<file path="src/hdl/gda_pkg.sv">
`default_nettype none

package gda_pkg;

    // Field widths
    localparam int YEAR_W   = 14;
    localparam int MONTH_W  = 4;
    localparam int DAY_W    = 5;
    localparam int COUNT_W  = 20;
    localparam int DIST_W   = 23;
    localparam int WDAY_W   = 3;
    localparam int MODE_W   = 2;
    localparam int ORDER_W  = 2;
    localparam int STATUS_W = 2;

    // Months named where the logic turns on them
    localparam logic [MONTH_W-1:0] MONTH_JAN = 4'd1;
    localparam logic [MONTH_W-1:0] MONTH_FEB = 4'd2;
    localparam logic [MONTH_W-1:0] MONTH_DEC = 4'd12;

    // A Gregorian era: 400 years of 146097 days
    localparam logic [YEAR_W-1:0]  ERA_YEARS = 14'd400;
    localparam logic [COUNT_W-1:0] ERA_DAYS  = 20'd146097;
    localparam logic [DIST_W-1:0]  ERA_DAYS_D = 23'd146097;

    // Distance saturation limits
    localparam logic [DIST_W-1:0] DIST_POS_MAX = 23'h3FFFFF;
    localparam logic [DIST_W-1:0] DIST_NEG_MAG = 23'h400000;

    typedef enum logic [MODE_W-1:0] {
        MODE_LOAD = 2'd0,
        MODE_ADD  = 2'd1,
        MODE_SUB  = 2'd2,
        MODE_DIFF = 2'd3
    } t_mode;

    typedef enum logic [ORDER_W-1:0] {
        ORD_LESS    = 2'd0,
        ORD_EQUAL   = 2'd1,
        ORD_GREATER = 2'd2
    } t_order;

    typedef enum logic [STATUS_W-1:0] {
        ST_OK       = 2'd0,
        ST_BAD_DATE = 2'd1,
        ST_RANGE    = 2'd2
    } t_status;

    typedef enum logic [2:0] {
        S_IDLE,
        S_CHECK,
        S_WALK,
        S_WD1,
        S_WD2,
        S_WD3,
        S_OUT
    } t_state;

    // Quotient by 25 of a year value, by reciprocal multiply (exact below 2^14)
    function automatic logic [9:0] f_div25(input logic [YEAR_W-1:0] v);
        logic [26:0] p;
        p = {13'b0, v} * 27'd5243;
        return p[26:17];
    endfunction

    // Month length in a common year; zero for codes that are no month
    function automatic logic [DAY_W-1:0] f_month_days(input logic [MONTH_W-1:0] m);
        logic [DAY_W-1:0] d;
        unique case (m)
            4'd1, 4'd3, 4'd5, 4'd7, 4'd8, 4'd10, 4'd12: d = 5'd31;
            4'd4, 4'd6, 4'd9, 4'd11:                    d = 5'd30;
            4'd2:                                       d = 5'd28;
            default:                                    d = 5'd0;
        endcase
        return d;
    endfunction

endpackage

`default_nettype wire

</file>
<file path="src/hdl/gda_if.sv">
`default_nettype none

// Command beat: mode and operands
interface gda_in_if;
    logic                              valid;
    logic                              ready;
    logic [gda_pkg::MODE_W-1:0]        mode;
    logic [gda_pkg::YEAR_W-1:0]        in_year;
    logic [gda_pkg::MONTH_W-1:0]       in_month;
    logic [gda_pkg::DAY_W-1:0]         in_day;
    logic [gda_pkg::COUNT_W-1:0]       day_count;

    modport source (output valid, mode, in_year, in_month, in_day, day_count,
                    input ready);
    modport sink   (input valid, mode, in_year, in_month, in_day, day_count,
                    output ready);
endinterface

// Result beat: stored date, weekday, distance, order and status
interface gda_out_if;
    logic                              valid;
    logic                              ready;
    logic [gda_pkg::YEAR_W-1:0]        out_year;
    logic [gda_pkg::MONTH_W-1:0]       out_month;
    logic [gda_pkg::DAY_W-1:0]         out_day;
    logic [gda_pkg::WDAY_W-1:0]        weekday;
    logic signed [gda_pkg::DIST_W-1:0] day_distance;
    logic [gda_pkg::ORDER_W-1:0]       order;
    logic [gda_pkg::STATUS_W-1:0]      status;

    modport source (output valid, out_year, out_month, out_day, weekday,
                    day_distance, order, status, input ready);
    modport sink   (input valid, out_year, out_month, out_day, weekday,
                    day_distance, order, status, output ready);
endinterface

`default_nettype wire

</file>
<file path="src/hdl/gda_month_len.sv">
`default_nettype none

module gda_month_len (
    input  wire logic [gda_pkg::YEAR_W-1:0]  i_year,
    input  wire logic [gda_pkg::MONTH_W-1:0] i_month,
    output logic      [gda_pkg::DAY_W-1:0]   o_days
);

    logic [9:0]                  q25;
    logic [gda_pkg::YEAR_W-1:0]  back25;
    logic                        leap;

    // Leap year: divisible by 4, and not by 100 unless by 400
    assign q25    = gda_pkg::f_div25(i_year);
    assign back25 = gda_pkg::YEAR_W'({4'b0, q25} * 14'd25);
    assign leap   = (i_year[1:0] == 2'b00) &&
                    ((back25 != i_year) || (i_year[3:0] == 4'b0000));

    // Add the leap day to February
    assign o_days = gda_pkg::f_month_days(i_month) +
                    gda_pkg::DAY_W'((i_month == gda_pkg::MONTH_FEB) && leap);

endmodule

`default_nettype wire

</file>
<file path="src/hdl/gregorian_date_arithmetic_unit.sv">
`default_nettype none

// Channel   Dir  Beat contents
// i_item    in   mode, in_year, in_month, in_day, day_count
// o_result  out  out_year, out_month, out_day, weekday, day_distance, order, status
//
// One command at a time: accept, the check state, the calendar walk, the weekday
// states WD1, WD2 and WD3, then the result register. The walk steps one month per
// cycle through the shared month-length unit, with a 400-year jump per cycle while
// the span allows; load skips the walk. i_item.ready is high only while idle. A held
// result stalls the unit until taken. Reset (synchronous, active low) sets 1900-01-01.

module gregorian_date_arithmetic_unit #(
    parameter int unsigned MAX_YEAR = 9999
) (
    input  wire logic  i_clk,
    input  wire logic  i_rst_n,
    gda_in_if.sink     i_item,
    gda_out_if.source  o_result
);

    localparam int YW = gda_pkg::YEAR_W;
    localparam int MW = gda_pkg::MONTH_W;
    localparam int DW = gda_pkg::DAY_W;
    localparam int CW = gda_pkg::COUNT_W;
    localparam int SW = gda_pkg::DIST_W;

    localparam logic [YW-1:0] MAX_Y   = YW'(MAX_YEAR);
    localparam logic [YW:0]   MAX_Y_X = (YW+1)'(MAX_YEAR);

    // Term 3(m+1)/5 of the weekday sum, months 3 to 14
    function automatic logic [3:0] f_month_term(input logic [MW-1:0] m);
        logic [3:0] t;
        unique case (m)
            4'd3:         t = 4'd2;
            4'd4, 4'd5:   t = 4'd3;
            4'd6, 4'd7:   t = 4'd4;
            4'd8:         t = 4'd5;
            4'd9, 4'd10:  t = 4'd6;
            4'd11, 4'd12: t = 4'd7;
            4'd13:        t = 4'd8;
            4'd14:        t = 4'd9;
            default:      t = 4'd0;
        endcase
        return t;
    endfunction

    gda_pkg::t_state  r_state, n_state;
    gda_pkg::t_mode   r_mode, n_mode;
    gda_pkg::t_order  r_order, n_order;
    gda_pkg::t_status r_status, n_status;

    logic [YW-1:0] r_gy, n_gy, r_cur_y, n_cur_y, r_wy, n_wy, r_ty, n_ty;
    logic [MW-1:0] r_gm, n_gm, r_cur_m, n_cur_m, r_wm, n_wm, r_tm, n_tm;
    logic [DW-1:0] r_gd, n_gd, r_cur_d, n_cur_d, r_wd, n_wd, r_td, n_td;
    logic [CW-1:0] r_rem, n_rem;
    logic [SW-1:0] r_acc, n_acc, r_dist, n_dist;
    logic          r_neg, n_neg;
    logic [14:0]   r_wsum, n_wsum;
    logic [9:0]    r_q100, n_q100;

    logic          r_o_valid, n_o_valid;
    logic [YW-1:0] r_o_year, n_o_year;
    logic [MW-1:0] r_o_month, n_o_month;
    logic [DW-1:0] r_o_day, n_o_day;
    logic [2:0]    r_o_wday, n_o_wday;
    logic [SW-1:0] r_o_dist, n_o_dist;
    logic [1:0]    r_o_order, n_o_order;
    logic [1:0]    r_o_status, n_o_status;

    logic          accept;
    logic          check_to_walk;
    logic          walk_end;

    logic [YW-1:0] mu_year;
    logic [MW-1:0] mu_month;
    logic [DW-1:0] mu_days;

    logic          given_valid;
    logic          cur_lt, cur_eq;
    logic [DW-1:0] left;
    logic [YW:0]   wy_up;
    logic [SW-1:0] mag;

    logic          early;
    logic [YW-1:0] ya;
    logic [MW-1:0] ma;
    logic [29:0]   p7;
    logic [12:0]   q7;
    logic [14:0]   rem7;

    assign accept       = i_item.valid && i_item.ready;
    assign i_item.ready = (r_state == gda_pkg::S_IDLE);

    // Feed the shared month-length unit: given date while checking,
    // previous month while walking backwards, else the working month
    always_comb begin
        mu_year  = r_wy;
        mu_month = r_wm;
        if (r_state == gda_pkg::S_CHECK) begin
            mu_year  = r_gy;
            mu_month = r_gm;
        end else if (r_mode == gda_pkg::MODE_SUB) begin
            mu_month = (r_wm == gda_pkg::MONTH_JAN) ? gda_pkg::MONTH_DEC : r_wm - 4'd1;
        end
    end

    gda_month_len u_month_len (
        .i_year  (mu_year),
        .i_month (mu_month),
        .o_days  (mu_days)
    );

    // Checks and compares on the captured operands
    assign given_valid = (r_gy != '0) && (r_gy <= MAX_Y) &&
                         (r_gm >= gda_pkg::MONTH_JAN) && (r_gm <= gda_pkg::MONTH_DEC) &&
                         (r_gd != '0) && (r_gd <= mu_days);
    assign cur_lt = {r_cur_y, r_cur_m, r_cur_d} < {r_gy, r_gm, r_gd};
    assign cur_eq = {r_cur_y, r_cur_m, r_cur_d} == {r_gy, r_gm, r_gd};

    assign left  = mu_days - r_wd;
    assign wy_up = {1'b0, r_wy} + {1'b0, gda_pkg::ERA_YEARS};
    assign mag   = r_acc + SW'(r_td - r_wd);

    // Weekday operands: January and February count in the previous year
    assign early = (r_cur_m <= gda_pkg::MONTH_FEB);
    assign ya    = early ? r_cur_y - 14'd1 : r_cur_y;
    assign ma    = early ? r_cur_m + 4'd12 : r_cur_m;
    assign p7    = {15'b0, r_wsum} * 30'd18725;
    assign q7    = p7[29:17];
    assign rem7  = r_wsum - 15'(q7 * 15'd7);

    // Next state
    always_comb begin
        n_state = r_state;
        unique case (r_state)
            gda_pkg::S_IDLE:  if (accept) n_state = gda_pkg::S_CHECK;
            gda_pkg::S_CHECK: n_state = check_to_walk ? gda_pkg::S_WALK : gda_pkg::S_WD1;
            gda_pkg::S_WALK:  if (walk_end) n_state = gda_pkg::S_WD1;
            gda_pkg::S_WD1:   n_state = gda_pkg::S_WD2;
            gda_pkg::S_WD2:   n_state = gda_pkg::S_WD3;
            gda_pkg::S_WD3:   n_state = gda_pkg::S_OUT;
            gda_pkg::S_OUT:   if (o_result.ready) n_state = gda_pkg::S_IDLE;
            default:          n_state = gda_pkg::S_IDLE;
        endcase
    end

    // Datapath and outputs
    always_comb begin
        n_mode = r_mode;   n_order = r_order; n_status = r_status;
        n_gy = r_gy;       n_gm = r_gm;       n_gd = r_gd;
        n_cur_y = r_cur_y; n_cur_m = r_cur_m; n_cur_d = r_cur_d;
        n_wy = r_wy;       n_wm = r_wm;       n_wd = r_wd;
        n_ty = r_ty;       n_tm = r_tm;       n_td = r_td;
        n_rem = r_rem;     n_acc = r_acc;     n_dist = r_dist;
        n_neg = r_neg;     n_wsum = r_wsum;   n_q100 = r_q100;
        n_o_valid = r_o_valid;
        n_o_year = r_o_year;   n_o_month = r_o_month; n_o_day = r_o_day;
        n_o_wday = r_o_wday;   n_o_dist = r_o_dist;
        n_o_order = r_o_order; n_o_status = r_o_status;
        check_to_walk = 1'b0;
        walk_end      = 1'b0;

        unique case (r_state)
            // Capture the command beat
            gda_pkg::S_IDLE: begin
                if (accept) begin
                    n_mode = gda_pkg::t_mode'(i_item.mode);
                    n_gy   = i_item.in_year;
                    n_gm   = i_item.in_month;
                    n_gd   = i_item.in_day;
                    n_rem  = i_item.day_count;
                end
            end

            // Validate, order and set up the walk
            gda_pkg::S_CHECK: begin
                n_status = gda_pkg::ST_OK;
                n_order  = gda_pkg::ORD_LESS;
                n_dist   = '0;
                n_acc    = '0;
                n_neg    = 1'b0;
                n_wy = r_cur_y; n_wm = r_cur_m; n_wd = r_cur_d;
                unique case (r_mode)
                    gda_pkg::MODE_LOAD: begin
                        if (given_valid) begin
                            n_cur_y = r_gy; n_cur_m = r_gm; n_cur_d = r_gd;
                        end else begin
                            n_status = gda_pkg::ST_BAD_DATE;
                        end
                    end
                    gda_pkg::MODE_ADD, gda_pkg::MODE_SUB: begin
                        check_to_walk = 1'b1;
                    end
                    gda_pkg::MODE_DIFF: begin
                        if (!given_valid) begin
                            n_status = gda_pkg::ST_BAD_DATE;
                        end else if (cur_eq) begin
                            n_order = gda_pkg::ORD_EQUAL;
                        end else if (cur_lt) begin
                            check_to_walk = 1'b1;
                            n_order = gda_pkg::ORD_LESS;
                            n_neg   = 1'b1;
                            n_ty = r_gy; n_tm = r_gm; n_td = r_gd;
                        end else begin
                            check_to_walk = 1'b1;
                            n_order = gda_pkg::ORD_GREATER;
                            n_wy = r_gy; n_wm = r_gm; n_wd = r_gd;
                            n_ty = r_cur_y; n_tm = r_cur_m; n_td = r_cur_d;
                        end
                    end
                    default: ;
                endcase
            end

            // One month, or one 400-year era, per cycle
            gda_pkg::S_WALK: begin
                unique case (r_mode)
                    gda_pkg::MODE_ADD: begin
                        if (r_rem >= gda_pkg::ERA_DAYS) begin
                            if (wy_up > MAX_Y_X) begin
                                walk_end = 1'b1;
                                n_status = gda_pkg::ST_RANGE;
                            end else begin
                                n_wy  = wy_up[YW-1:0];
                                n_rem = r_rem - gda_pkg::ERA_DAYS;
                            end
                        end else if (r_rem <= CW'(left)) begin
                            walk_end = 1'b1;
                            n_cur_y  = r_wy;
                            n_cur_m  = r_wm;
                            n_cur_d  = r_wd + r_rem[DW-1:0];
                        end else begin
                            n_rem = r_rem - CW'(left) - 20'd1;
                            n_wd  = 5'd1;
                            if (r_wm == gda_pkg::MONTH_DEC) begin
                                if (r_wy == MAX_Y) begin
                                    walk_end = 1'b1;
                                    n_status = gda_pkg::ST_RANGE;
                                end else begin
                                    n_wy = r_wy + 14'd1;
                                    n_wm = gda_pkg::MONTH_JAN;
                                end
                            end else begin
                                n_wm = r_wm + 4'd1;
                            end
                        end
                    end
                    gda_pkg::MODE_SUB: begin
                        if (r_rem >= gda_pkg::ERA_DAYS) begin
                            if (r_wy <= gda_pkg::ERA_YEARS) begin
                                walk_end = 1'b1;
                                n_status = gda_pkg::ST_RANGE;
                            end else begin
                                n_wy  = r_wy - gda_pkg::ERA_YEARS;
                                n_rem = r_rem - gda_pkg::ERA_DAYS;
                            end
                        end else if (r_rem < CW'(r_wd)) begin
                            walk_end = 1'b1;
                            n_cur_y  = r_wy;
                            n_cur_m  = r_wm;
                            n_cur_d  = r_wd - r_rem[DW-1:0];
                        end else begin
                            // Step back to the last day of the previous month
                            n_rem = r_rem - CW'(r_wd);
                            n_wd  = mu_days;
                            if (r_wm == gda_pkg::MONTH_JAN) begin
                                if (r_wy == 14'd1) begin
                                    walk_end = 1'b1;
                                    n_status = gda_pkg::ST_RANGE;
                                end else begin
                                    n_wy = r_wy - 14'd1;
                                    n_wm = gda_pkg::MONTH_DEC;
                                end
                            end else begin
                                n_wm = r_wm - 4'd1;
                            end
                        end
                    end
                    gda_pkg::MODE_DIFF: begin
                        if ((r_ty - r_wy) > gda_pkg::ERA_YEARS) begin
                            n_wy  = r_wy + gda_pkg::ERA_YEARS;
                            n_acc = r_acc + gda_pkg::ERA_DAYS_D;
                        end else if ((r_wy == r_ty) && (r_wm == r_tm)) begin
                            walk_end = 1'b1;
                            // Saturate the signed distance to the field
                            if (r_neg) begin
                                n_dist = (mag > gda_pkg::DIST_NEG_MAG) ?
                                         gda_pkg::DIST_NEG_MAG : SW'(~mag + 23'd1);
                            end else begin
                                n_dist = (mag > gda_pkg::DIST_POS_MAX) ?
                                         gda_pkg::DIST_POS_MAX : mag;
                            end
                        end else begin
                            n_acc = r_acc + SW'(left) + 23'd1;
                            n_wd  = 5'd1;
                            if (r_wm == gda_pkg::MONTH_DEC) begin
                                n_wy = r_wy + 14'd1;
                                n_wm = gda_pkg::MONTH_JAN;
                            end else begin
                                n_wm = r_wm + 4'd1;
                            end
                        end
                    end
                    default: walk_end = 1'b1;
                endcase
            end

            // Weekday sum without the century terms
            gda_pkg::S_WD1: begin
                n_q100 = gda_pkg::f_div25({2'b00, ya[YW-1:2]});
                n_wsum = 15'(r_cur_d) + 15'({ma, 1'b0}) + 15'(f_month_term(ma)) +
                         15'(ya) + 15'(ya[YW-1:2]);
            end

            // Take off y/100, add back y/400
            gda_pkg::S_WD2: begin
                n_wsum = r_wsum - 15'(r_q100) + 15'(r_q100[9:2]);
            end

            // Reduce mod 7 and load the result register
            gda_pkg::S_WD3: begin
                n_o_valid  = 1'b1;
                n_o_year   = r_cur_y;
                n_o_month  = r_cur_m;
                n_o_day    = r_cur_d;
                n_o_wday   = rem7[2:0] + 3'd1;
                n_o_dist   = r_dist;
                n_o_order  = r_order;
                n_o_status = r_status;
            end

            // Hold the beat until taken
            gda_pkg::S_OUT: begin
                if (o_result.ready) n_o_valid = 1'b0;
            end

            default: ;
        endcase
    end

    // Control state and stored date
    always_ff @(posedge i_clk) begin
        if (!i_rst_n) begin
            r_state   <= gda_pkg::S_IDLE;
            r_o_valid <= 1'b0;
            r_cur_y   <= 14'd1900;
            r_cur_m   <= gda_pkg::MONTH_JAN;
            r_cur_d   <= 5'd1;
        end else begin
            r_state   <= n_state;
            r_o_valid <= n_o_valid;
            r_cur_y   <= n_cur_y;
            r_cur_m   <= n_cur_m;
            r_cur_d   <= n_cur_d;
        end
    end

    // Working registers and result payload
    always_ff @(posedge i_clk) begin
        r_mode <= n_mode;   r_order <= n_order; r_status <= n_status;
        r_gy <= n_gy;       r_gm <= n_gm;       r_gd <= n_gd;
        r_wy <= n_wy;       r_wm <= n_wm;       r_wd <= n_wd;
        r_ty <= n_ty;       r_tm <= n_tm;       r_td <= n_td;
        r_rem <= n_rem;     r_acc <= n_acc;     r_dist <= n_dist;
        r_neg <= n_neg;     r_wsum <= n_wsum;   r_q100 <= n_q100;
        r_o_year <= n_o_year;   r_o_month <= n_o_month; r_o_day <= n_o_day;
        r_o_wday <= n_o_wday;   r_o_dist <= n_o_dist;
        r_o_order <= n_o_order; r_o_status <= n_o_status;
    end

    assign o_result.valid        = r_o_valid;
    assign o_result.out_year     = r_o_year;
    assign o_result.out_month    = r_o_month;
    assign o_result.out_day      = r_o_day;
    assign o_result.weekday      = r_o_wday;
    assign o_result.day_distance = $signed(r_o_dist);
    assign o_result.order        = r_o_order;
    assign o_result.status       = r_o_status;

endmodule

`default_nettype wire
</file>
<file path="src/flat_wrapper.sv">
// flat-port wrapper written by rule: the top's interface ports become plain ports
module gregorian_date_arithmetic_unit_flat 
#(
    parameter int unsigned MAX_YEAR = 9999
)
  (i_clk, i_rst_n, i_item_valid, i_item_mode, i_item_in_year, i_item_in_month, i_item_in_day, i_item_day_count, i_item_ready, o_result_valid, o_result_out_year, o_result_out_month, o_result_out_day, o_result_weekday, o_result_day_distance, o_result_order, o_result_status, o_result_ready);
  gda_in_if i_item_i ();
  gda_out_if o_result_i ();
  input  wire logic i_clk;
  input  wire logic i_rst_n;
  input wire logic [$bits(i_item_i.valid)-1:0] i_item_valid;
  input wire logic [$bits(i_item_i.mode)-1:0] i_item_mode;
  input wire logic [$bits(i_item_i.in_year)-1:0] i_item_in_year;
  input wire logic [$bits(i_item_i.in_month)-1:0] i_item_in_month;
  input wire logic [$bits(i_item_i.in_day)-1:0] i_item_in_day;
  input wire logic [$bits(i_item_i.day_count)-1:0] i_item_day_count;
  output wire logic [$bits(i_item_i.ready)-1:0] i_item_ready;
  output wire logic [$bits(o_result_i.valid)-1:0] o_result_valid;
  output wire logic [$bits(o_result_i.out_year)-1:0] o_result_out_year;
  output wire logic [$bits(o_result_i.out_month)-1:0] o_result_out_month;
  output wire logic [$bits(o_result_i.out_day)-1:0] o_result_out_day;
  output wire logic [$bits(o_result_i.weekday)-1:0] o_result_weekday;
  output wire logic [$bits(o_result_i.day_distance)-1:0] o_result_day_distance;
  output wire logic [$bits(o_result_i.order)-1:0] o_result_order;
  output wire logic [$bits(o_result_i.status)-1:0] o_result_status;
  input wire logic [$bits(o_result_i.ready)-1:0] o_result_ready;
  assign i_item_i.valid = i_item_valid;
  assign i_item_i.mode = i_item_mode;
  assign i_item_i.in_year = i_item_in_year;
  assign i_item_i.in_month = i_item_in_month;
  assign i_item_i.in_day = i_item_in_day;
  assign i_item_i.day_count = i_item_day_count;
  assign i_item_ready = i_item_i.ready;
  assign o_result_valid = o_result_i.valid;
  assign o_result_out_year = o_result_i.out_year;
  assign o_result_out_month = o_result_i.out_month;
  assign o_result_out_day = o_result_i.out_day;
  assign o_result_weekday = o_result_i.weekday;
  assign o_result_day_distance = o_result_i.day_distance;
  assign o_result_order = o_result_i.order;
  assign o_result_status = o_result_i.status;
  assign o_result_i.ready = o_result_ready;
  gregorian_date_arithmetic_unit #(.MAX_YEAR(MAX_YEAR)) u_core (.i_clk(i_clk), .i_rst_n(i_rst_n), .i_item(i_item_i), .o_result(o_result_i));
endmodule
</file>
<file path="config.mk">
export PLATFORM = sky130hd
export DESIGN_NAME = gregorian_date_arithmetic_unit_flat
export DESIGN_NICKNAME = d
export VERILOG_FILES = /design/src/hdl/gda_pkg.sv /design/src/hdl/gda_if.sv /design/src/hdl/gda_month_len.sv /design/src/hdl/gregorian_date_arithmetic_unit.sv /design/src/flat_wrapper.sv
export SDC_FILE = /design/constraint.sdc
export NUM_CORES = 1
export LEC_CHECK = 0
export BUFFER_PORTS_ARGS = -buffer_cell sky130_fd_sc_hd__clkbuf_2
export CAP_MARGIN = 0
export CORE_ASPECT_RATIO = 1.1
export CORE_MARGIN = 5
export CORE_UTILIZATION = 55
export DETAILED_ROUTE_END_ITERATION = 8
export PLACE_DENSITY_LB_ADDON = 0.05
export SLEW_MARGIN = 0
export SYNTH_ARGS = -nofsm -noshare
export SYNTH_HDL_FRONTEND = slang
export SYNTH_SLANG_ARGS = --single-unit
</file>
<file path="constraint.sdc">
create_clock -name i_clk -period 28.7 [get_ports i_clk]
set_clock_uncertainty 0.05 [all_clocks]
set_input_delay 5.74 -clock i_clk [delete_from_list [all_inputs] [get_ports i_clk]]
set_output_delay 5.74 -clock i_clk [all_outputs]
set_load 0.01 [all_outputs]
</file>
==> metrics.yaml, run 1 <==
outcome:
  status: "complete, no violations"
cts:
  cts_tree: "done"
  hold_buffers: 0
  cts_made_buffers: 30
  post_cts_resized: 0
  cts_buffer_depth: 3
  clkSinkCount: 245
  root_buffer: "clkbuf_16"
  htreeDepth: 1
  post_cts_buffers: 0
  clk_pin_slew_ns: 0.06
  clk_latency_ns: 0.59
routing:
  vias: 22700
  final_antenna_net_count: 0
  drt-met1-wl_um: 32300
  drt_wl_total_um: 75800
  met3_length_um: 4120
  wl_per_cell_um: 19.8
  wl_met2_um: 37000
  drt-initial-drc-count: 1593
  avgViaCountPerCell: 5.93
  dr.pass1.iters: 9
  route.top_layer_used: "met4"
  post-route-drc-count: 0
setup_path:
  path_max_fanout: 39
  cp.required_ns: 28.88
  critPathMaxStageDelay_ns: 0.64
  r2r-end: "u_core.r_wm[0]"
  path_common_cell: "ha_1"
  cp_data_arrival_time_ns: 15.18
  rr_startpoint: "u_core.r_state[0]"
  reg2reg_slack_ns: 13.69
  crit_path_start: "u_core.r_state[0]"
  worstSetupStartpointType: "flip-flop"
  crit_type: "reg2reg"
  cp_slowest_cell: "inv_2"
  end_kind: "flip-flop"
  r2r_cells: 54
die:
  fp-row-count: 87
  die_h_um: 248
  core_mm2: 0.0511
  num_io_pins: 104
  dieWidth_um: 226
  start_util_pct: 55.3
  dieArea_mm2: 0.0560
global_routing:
  grt_pass1_wl_um: 121000
  gr-total-overflow: 0
  grt_max_degree: 83
  grt_use_total_pct: 26.7
  grt_pass1_vias: 22800
  antenna_found_initial: 0
timing:
  drv_slew: 0
  slew_headroom_pct: 12.8
  fmax_ghz: 0.0666
  finalSetupTns_ns: 0
  post-route-min-period_ns: 15.01
  post-route-period-util_pct: 52.3
  tightest_slew_ns: 1.31
  setup_viol: 0
  finalHoldViolCount: 0
  rsz0062_at_grt: "no"
placement:
  place.gp.congestion: 0.931
  place_hpwl_um: 60100
  port_buffers: 103
final_layout:
  layout_common_cells: "ha_1, inv_1, nand2_1"
  final_common_cell: "ha_1"
  fill_cells: 4520
  drive_gt1_share_pct: 7.65
  finalNetCount: 3783
  multi_input_area_mm2: 0.0193
  syn2layout_area_growth_pct: 7.87
  antennaDiodeCount: 0
  seq_area_mm2: 0.00709
worst_hold_path:
  hold_path.class: "reg2reg"
  whs_endpoint: "u_core.o_result.day_distance[22]"
  holdPathStages: 0
  hp-start: "u_core.r_dist[22]"
yosys:
  synth_sequential_area_ratio_pct: 25.1
  async_reset_ff_share_pct: 0
  synth_edf_count: 218
  synth_top_area_share_pct: 23.2
  yosys_warnings: 0
  syn-cell-area_mm2: 0.0282
  yosysTopAreaCell: "edfxtp_1"
  synthCells: 3078
  synthTopCellsByArea: "edfxtp_1, ha_1, fa_1"
  ys.flop_type: "edfxtp_1"
  synth_cell_types: 93
  syn-num-nets: 3723
  avgSynthCellArea_um2: 9.18
  ys_ff_latch: 245
flow_run:
  drv_cap: 0
layout make-up:
cell class / count / share of cell area, %
clock inverter: 24 / 0.793
multi-input combinational: 2322 / 63.2
inverter: 406 / 5.00
tap: 667 / 2.74
sequential: 245 / 23.3
clock buffer: 32 / 2.56
timing repair buffer: 133 / 2.43
synthesized netlist by cell type, types with 18 or more instances:
| cell | n |
|---|---|
| nor4_1 | 20 |
| nor2b_1 | 38 |
| o21a_1 | 18 |
| nand3_1 | 55 |
| fa_1 | 159 |
| clkbuf_1 | 80 |
| nand4_1 | 29 |
| o211ai_1 | 30 |
| a21o_1 | 55 |
| and3_1 | 23 |
| mux2i_1 | 49 |
| nor3_1 | 45 |
| xnor2_1 | 149 |
| or3_1 | 20 |
| a21oi_1 | 190 |
| o21ai_0 | 174 |
| ha_1 | 437 |
| a31oi_1 | 20 |
| nand2b_1 | 21 |
| edfxtp_1 | 218 |
| inv_1 | 396 |
| nand2_1 | 231 |
| nor2_1 | 205 |
| dfxtp_1 | 27 |
| xor2_1 | 65 |
| a211oi_1 | 26 |
per-stage QoR:
step | cell area [µm²] | std cells | hold WS [ns] | setup slack (ns) | util, %
after CTS | 30500 | 3829 | 0.347 | 13.72 | 59.7
final | 30500 | 3829 | 0.350 | 13.69 | 59.7
after global placement | 29400 | 3773 | 0.351 | 14.31 | 57.7
after floorplan | 28200 | 3078 | 0.350 | 15.05 | -
after detailed placement | 29400 | 3773 | 0.355 | 13.75 | 57.7
after global routing | 30500 | 3829 | 0.351 | 12.86 | 59.7
logic make-up after synthesis:
logic type	synth area share, %
and+or+nand+nor	13.2
xor gates and xnor gates	6.75
adders and majority gates	30.6
buffers and inverters	6.88
muxes	1.90
AOI/OAI and AO/OA	15.6
DFF	25.1
registers in the layout, summed over array words and instances (netlist names), 8 cells and up:
register / cells
u_core.r_rem: 20
u_core.o_result.out_year: 14
u_core.r_acc: 23
u_core.r_gy: 14
u_core.r_dist: 23
u_core.r_q100: 8
u_core.o_result.day_distance: 23
u_core.r_ty: 14
u_core.r_wsum: 15
u_core.r_cur_y: 14
u_core.r_wy: 14
per-layer routing:
| layer | global-route usage, % | vias to the layer above |
|---|---|---|
| met5 | 0 | - |
| met4 | 7.56 | 0 |
| met3 | 2.73 | 151 |
| met2 | 46.9 | 716 |
| met1 | 35.3 | 10900 |
| li1 | - | 10900 |
worst max-delay path by stage:
stage / to / slack, ns
after detailed placement: u_core.r_wm[1] / 13.75
after floorplan: u_core.r_rem[0] / 15.05
after global routing: u_core.r_wm[3] / 12.86
final: u_core.r_wm[0] / 13.69
after global placement: u_core.r_wm[1] / 14.31
after CTS: u_core.r_wm[0] / 13.72
worst max-delay path: cells and delay by family (launching register included):
kind	cells	cell delay [ns]
buf+inv	7	1.47
xor+xnor	3	0.59
flops	1	0.53
compound gates	17	4.38
simple gates	13	2.52
fa+ha+maj	14	5.11
Power of run 1 is not shown: default switching activity piles up to over one toggle a cycle in this logic, so the estimate is an artifact.
==> inputs of run 2 (changes only) <==
ABC_AREA = 1   (was unset)
clock period = 15.4 ns   (was 28.7 ns; I/O delays follow)
==> run 2 against run 1 <==
Sequential cell count stayed put. Cell area is 8.3% higher. Worst setup slack worse by 12 ns. Non-clock buffer count is 3 lower. First-iteration DRC count is 26% higher. Critical endpoint is now u_core.r_cur_d[4].
==> metrics.yaml, run 2 <==
cts:
  htreeDepth: 1
  post_cts_resized: 0
  clkSinkCount: 245
  clk_latency_ns: 0.60
  root_buffer: "clkbuf_16"
  post_cts_buffers: 0
  cts_buffer_depth: 3
  cts_tree: "done"
  clk_pin_slew_ns: 0.06
  hold_buffers: 0
  cts_made_buffers: 30
timing:
  fmax_ghz: 0.0731
  hold_ws_ns: 0.366
  slew_headroom_pct: 26.7
  finalSetupTns_ns: 0
  setup_viol: 0
  post-route-min-period_ns: 13.69
  post-route-period-util_pct: 88.9
  drv_slew: 0
  finalHoldViolCount: 0
  tightest_slew_ns: 1.10
  rsz0062_at_grt: "no"
setup_path:
  cp_slowest_cell: "o21ai_1"
  crit_path_end: "u_core.r_cur_d[4]"
  path_common_cell: "ha_1"
  worstSetupStartpointType: "flip-flop"
  cp.required_ns: 15.82
  reg2reg_slack_ns: 1.71
  cp_data_arrival_time_ns: 14.11
  path_max_fanout: 29
  crit_path_start: "u_core.r_state[0]"
  crit_type: "reg2reg"
  rr_startpoint: "u_core.r_state[0]"
  r2r_cells: 61
  critPathMaxStageDelay_ns: 1.04
  r2r-end: "u_core.r_cur_d[4]"
  end_kind: "flip-flop"
routing:
  wl_per_cell_um: 17.8
  drt_wl_total_um: 86500
  final_antenna_net_count: 0
  drt-initial-drc-count: 2004
  avgViaCountPerCell: 5.57
  vias: 27000
  dr.pass1.iters: 6
  post-route-drc-count: 0
final_layout:
  syn2layout_area_growth_pct: 7.50
  finalNetCount: 4743
  final_common_cell: "nand2_1"
  drive_gt1_share_pct: 6.04
  layout_common_cells: "nand2_1, inv_1, ha_1"
die:
  start_util_pct: 55.7
  core_mm2: 0.0551
  die_h_um: 258
  dieWidth_um: 235
  fp-row-count: 90
  num_io_pins: 104
  dieArea_mm2: 0.0606
yosys:
  synth_edf_count: 218
  synthCells: 4027
  synth_sequential_area_ratio_pct: 23.1
  async_reset_ff_share_pct: 0
  synth_common_cells: "nand2_1, inv_1, ha_1"
  yosysTopAreaCell: "edfxtp_1"
  ys.flop_type: "edfxtp_1"
  syn-cell-area_mm2: 0.0307
  synthTopCellsByArea: "edfxtp_1, ha_1, fa_1"
  syn-num-nets: 4672
  yosys_warnings: 0
  ys_ff_latch: 245
  synth.most_common_cell: "nand2_1"
  synth_cell_types: 65
  synth_top_area_share_pct: 21.3
  avgSynthCellArea_um2: 7.62
outcome:
  status: "complete, no violations"
placement:
  place.gp.congestion: 0.968
  place_hpwl_um: 69700
  port_buffers: 103
flow_run:
  drv_cap: 0
worst_hold_path:
  hold_path.class: "reg2reg"
global_routing:
  antenna_found_initial: 0
  grt_max_degree: 89
  grt_pass1_wl_um: 138000
  grt_use_total_pct: 27.7
  grt_pass1_vias: 25900
  gr-total-overflow: 0
==> run 2: changes by cell type in the layout (fill, tap and decap cells not counted), moves of 58 or more <==
cell,change
nor2_1,+102
a21oi_1,+58
nand3_1,+166
inv_1,+315
nand2_1,+572
xnor2_1,-104
xor2_1,+75
==> run 2: critical path: cells and delay by family, from the launching register on <==
| kind | cells | cell delay (ns) |
|---|---|---|
| adders and majority gates | 15 | 4.82 |
| AOI/OAI and AO/OA | 10 | 2.66 |
| DFF | 1 | 0.38 |
| buffers and inverters | 11 | 1.29 |
| xor gates and xnor gates | 3 | 0.73 |
| and+or+nand+nor | 22 | 3.64 |
==> run 2: how the worst min path moves through the flow <==
stage / startpoint / endpoint / slack (ns) / depth (start not counted)
CTS: u_core.r_dist[9] / u_core.o_result.day_distance[9] / 0.37 / 0
finish: u_core.r_dist[18] / u_core.o_result.day_distance[18] / 0.37 / 0
global placement: u_core.r_dist[15] / u_core.o_result.day_distance[15] / 0.35 / 0
floorplan: u_core.r_dist[0] / u_core.o_result.day_distance[0] / 0.35 / 0
detailed placement: u_core.r_order[1] / u_core.o_result.order[1] / 0.36 / 0
global route: u_core.r_dist[5] / u_core.o_result.day_distance[5] / 0.38 / 0
==> run 2: stage by stage <==
step / setup WS (ns) / cells / util, % / cell area, µm²
after floorplan: 2.79 / 4027 / - / 30700
after global placement: 2.21 / 4802 / 58.1 / 32000
after detailed placement: 1.87 / 4802 / 58.1 / 32000
after CTS: 1.82 / 4858 / 59.9 / 33000
after global routing: 0.426 / 4858 / 59.9 / 33000
final: 1.71 / 4859 / 59.9 / 33000
==> run 2: layout make-up <==
cell class              instances  area (µm²)
well taps                     736         921
repair buffers                130         718
flip-flops and latches        245        7090
fillers                      5198       22100
diodes                          1        2.50
inverters                     725        2720
multi-input cells            2966       20500
clock buffers                  38         833
clock inverters                18         170
==> run 2: logic make-up (layout without fill, tap and decap cells) <==
family	after synthesis	count (layout)	share of synthesized area, %
and+or+nand+nor	1548	1548	21.5
buffers and inverters	816	911	10.1
AOI/OAI and AO/OA	632	632	11.5
adders and majority gates	596	596	28.2
DFF	245	245	23.1
xor gates and xnor gates	190	190	5.56
other	0	1	0
==> run 2: per-layer routing <==
layer  part of all wire [%]  GRT usage (%)
met5                      0              0
met4                    3.0           7.73
met3                    6.1           2.43
met2                     47           46.8
met1                     44           38.5
Power of run 2 is left out for the same reason.
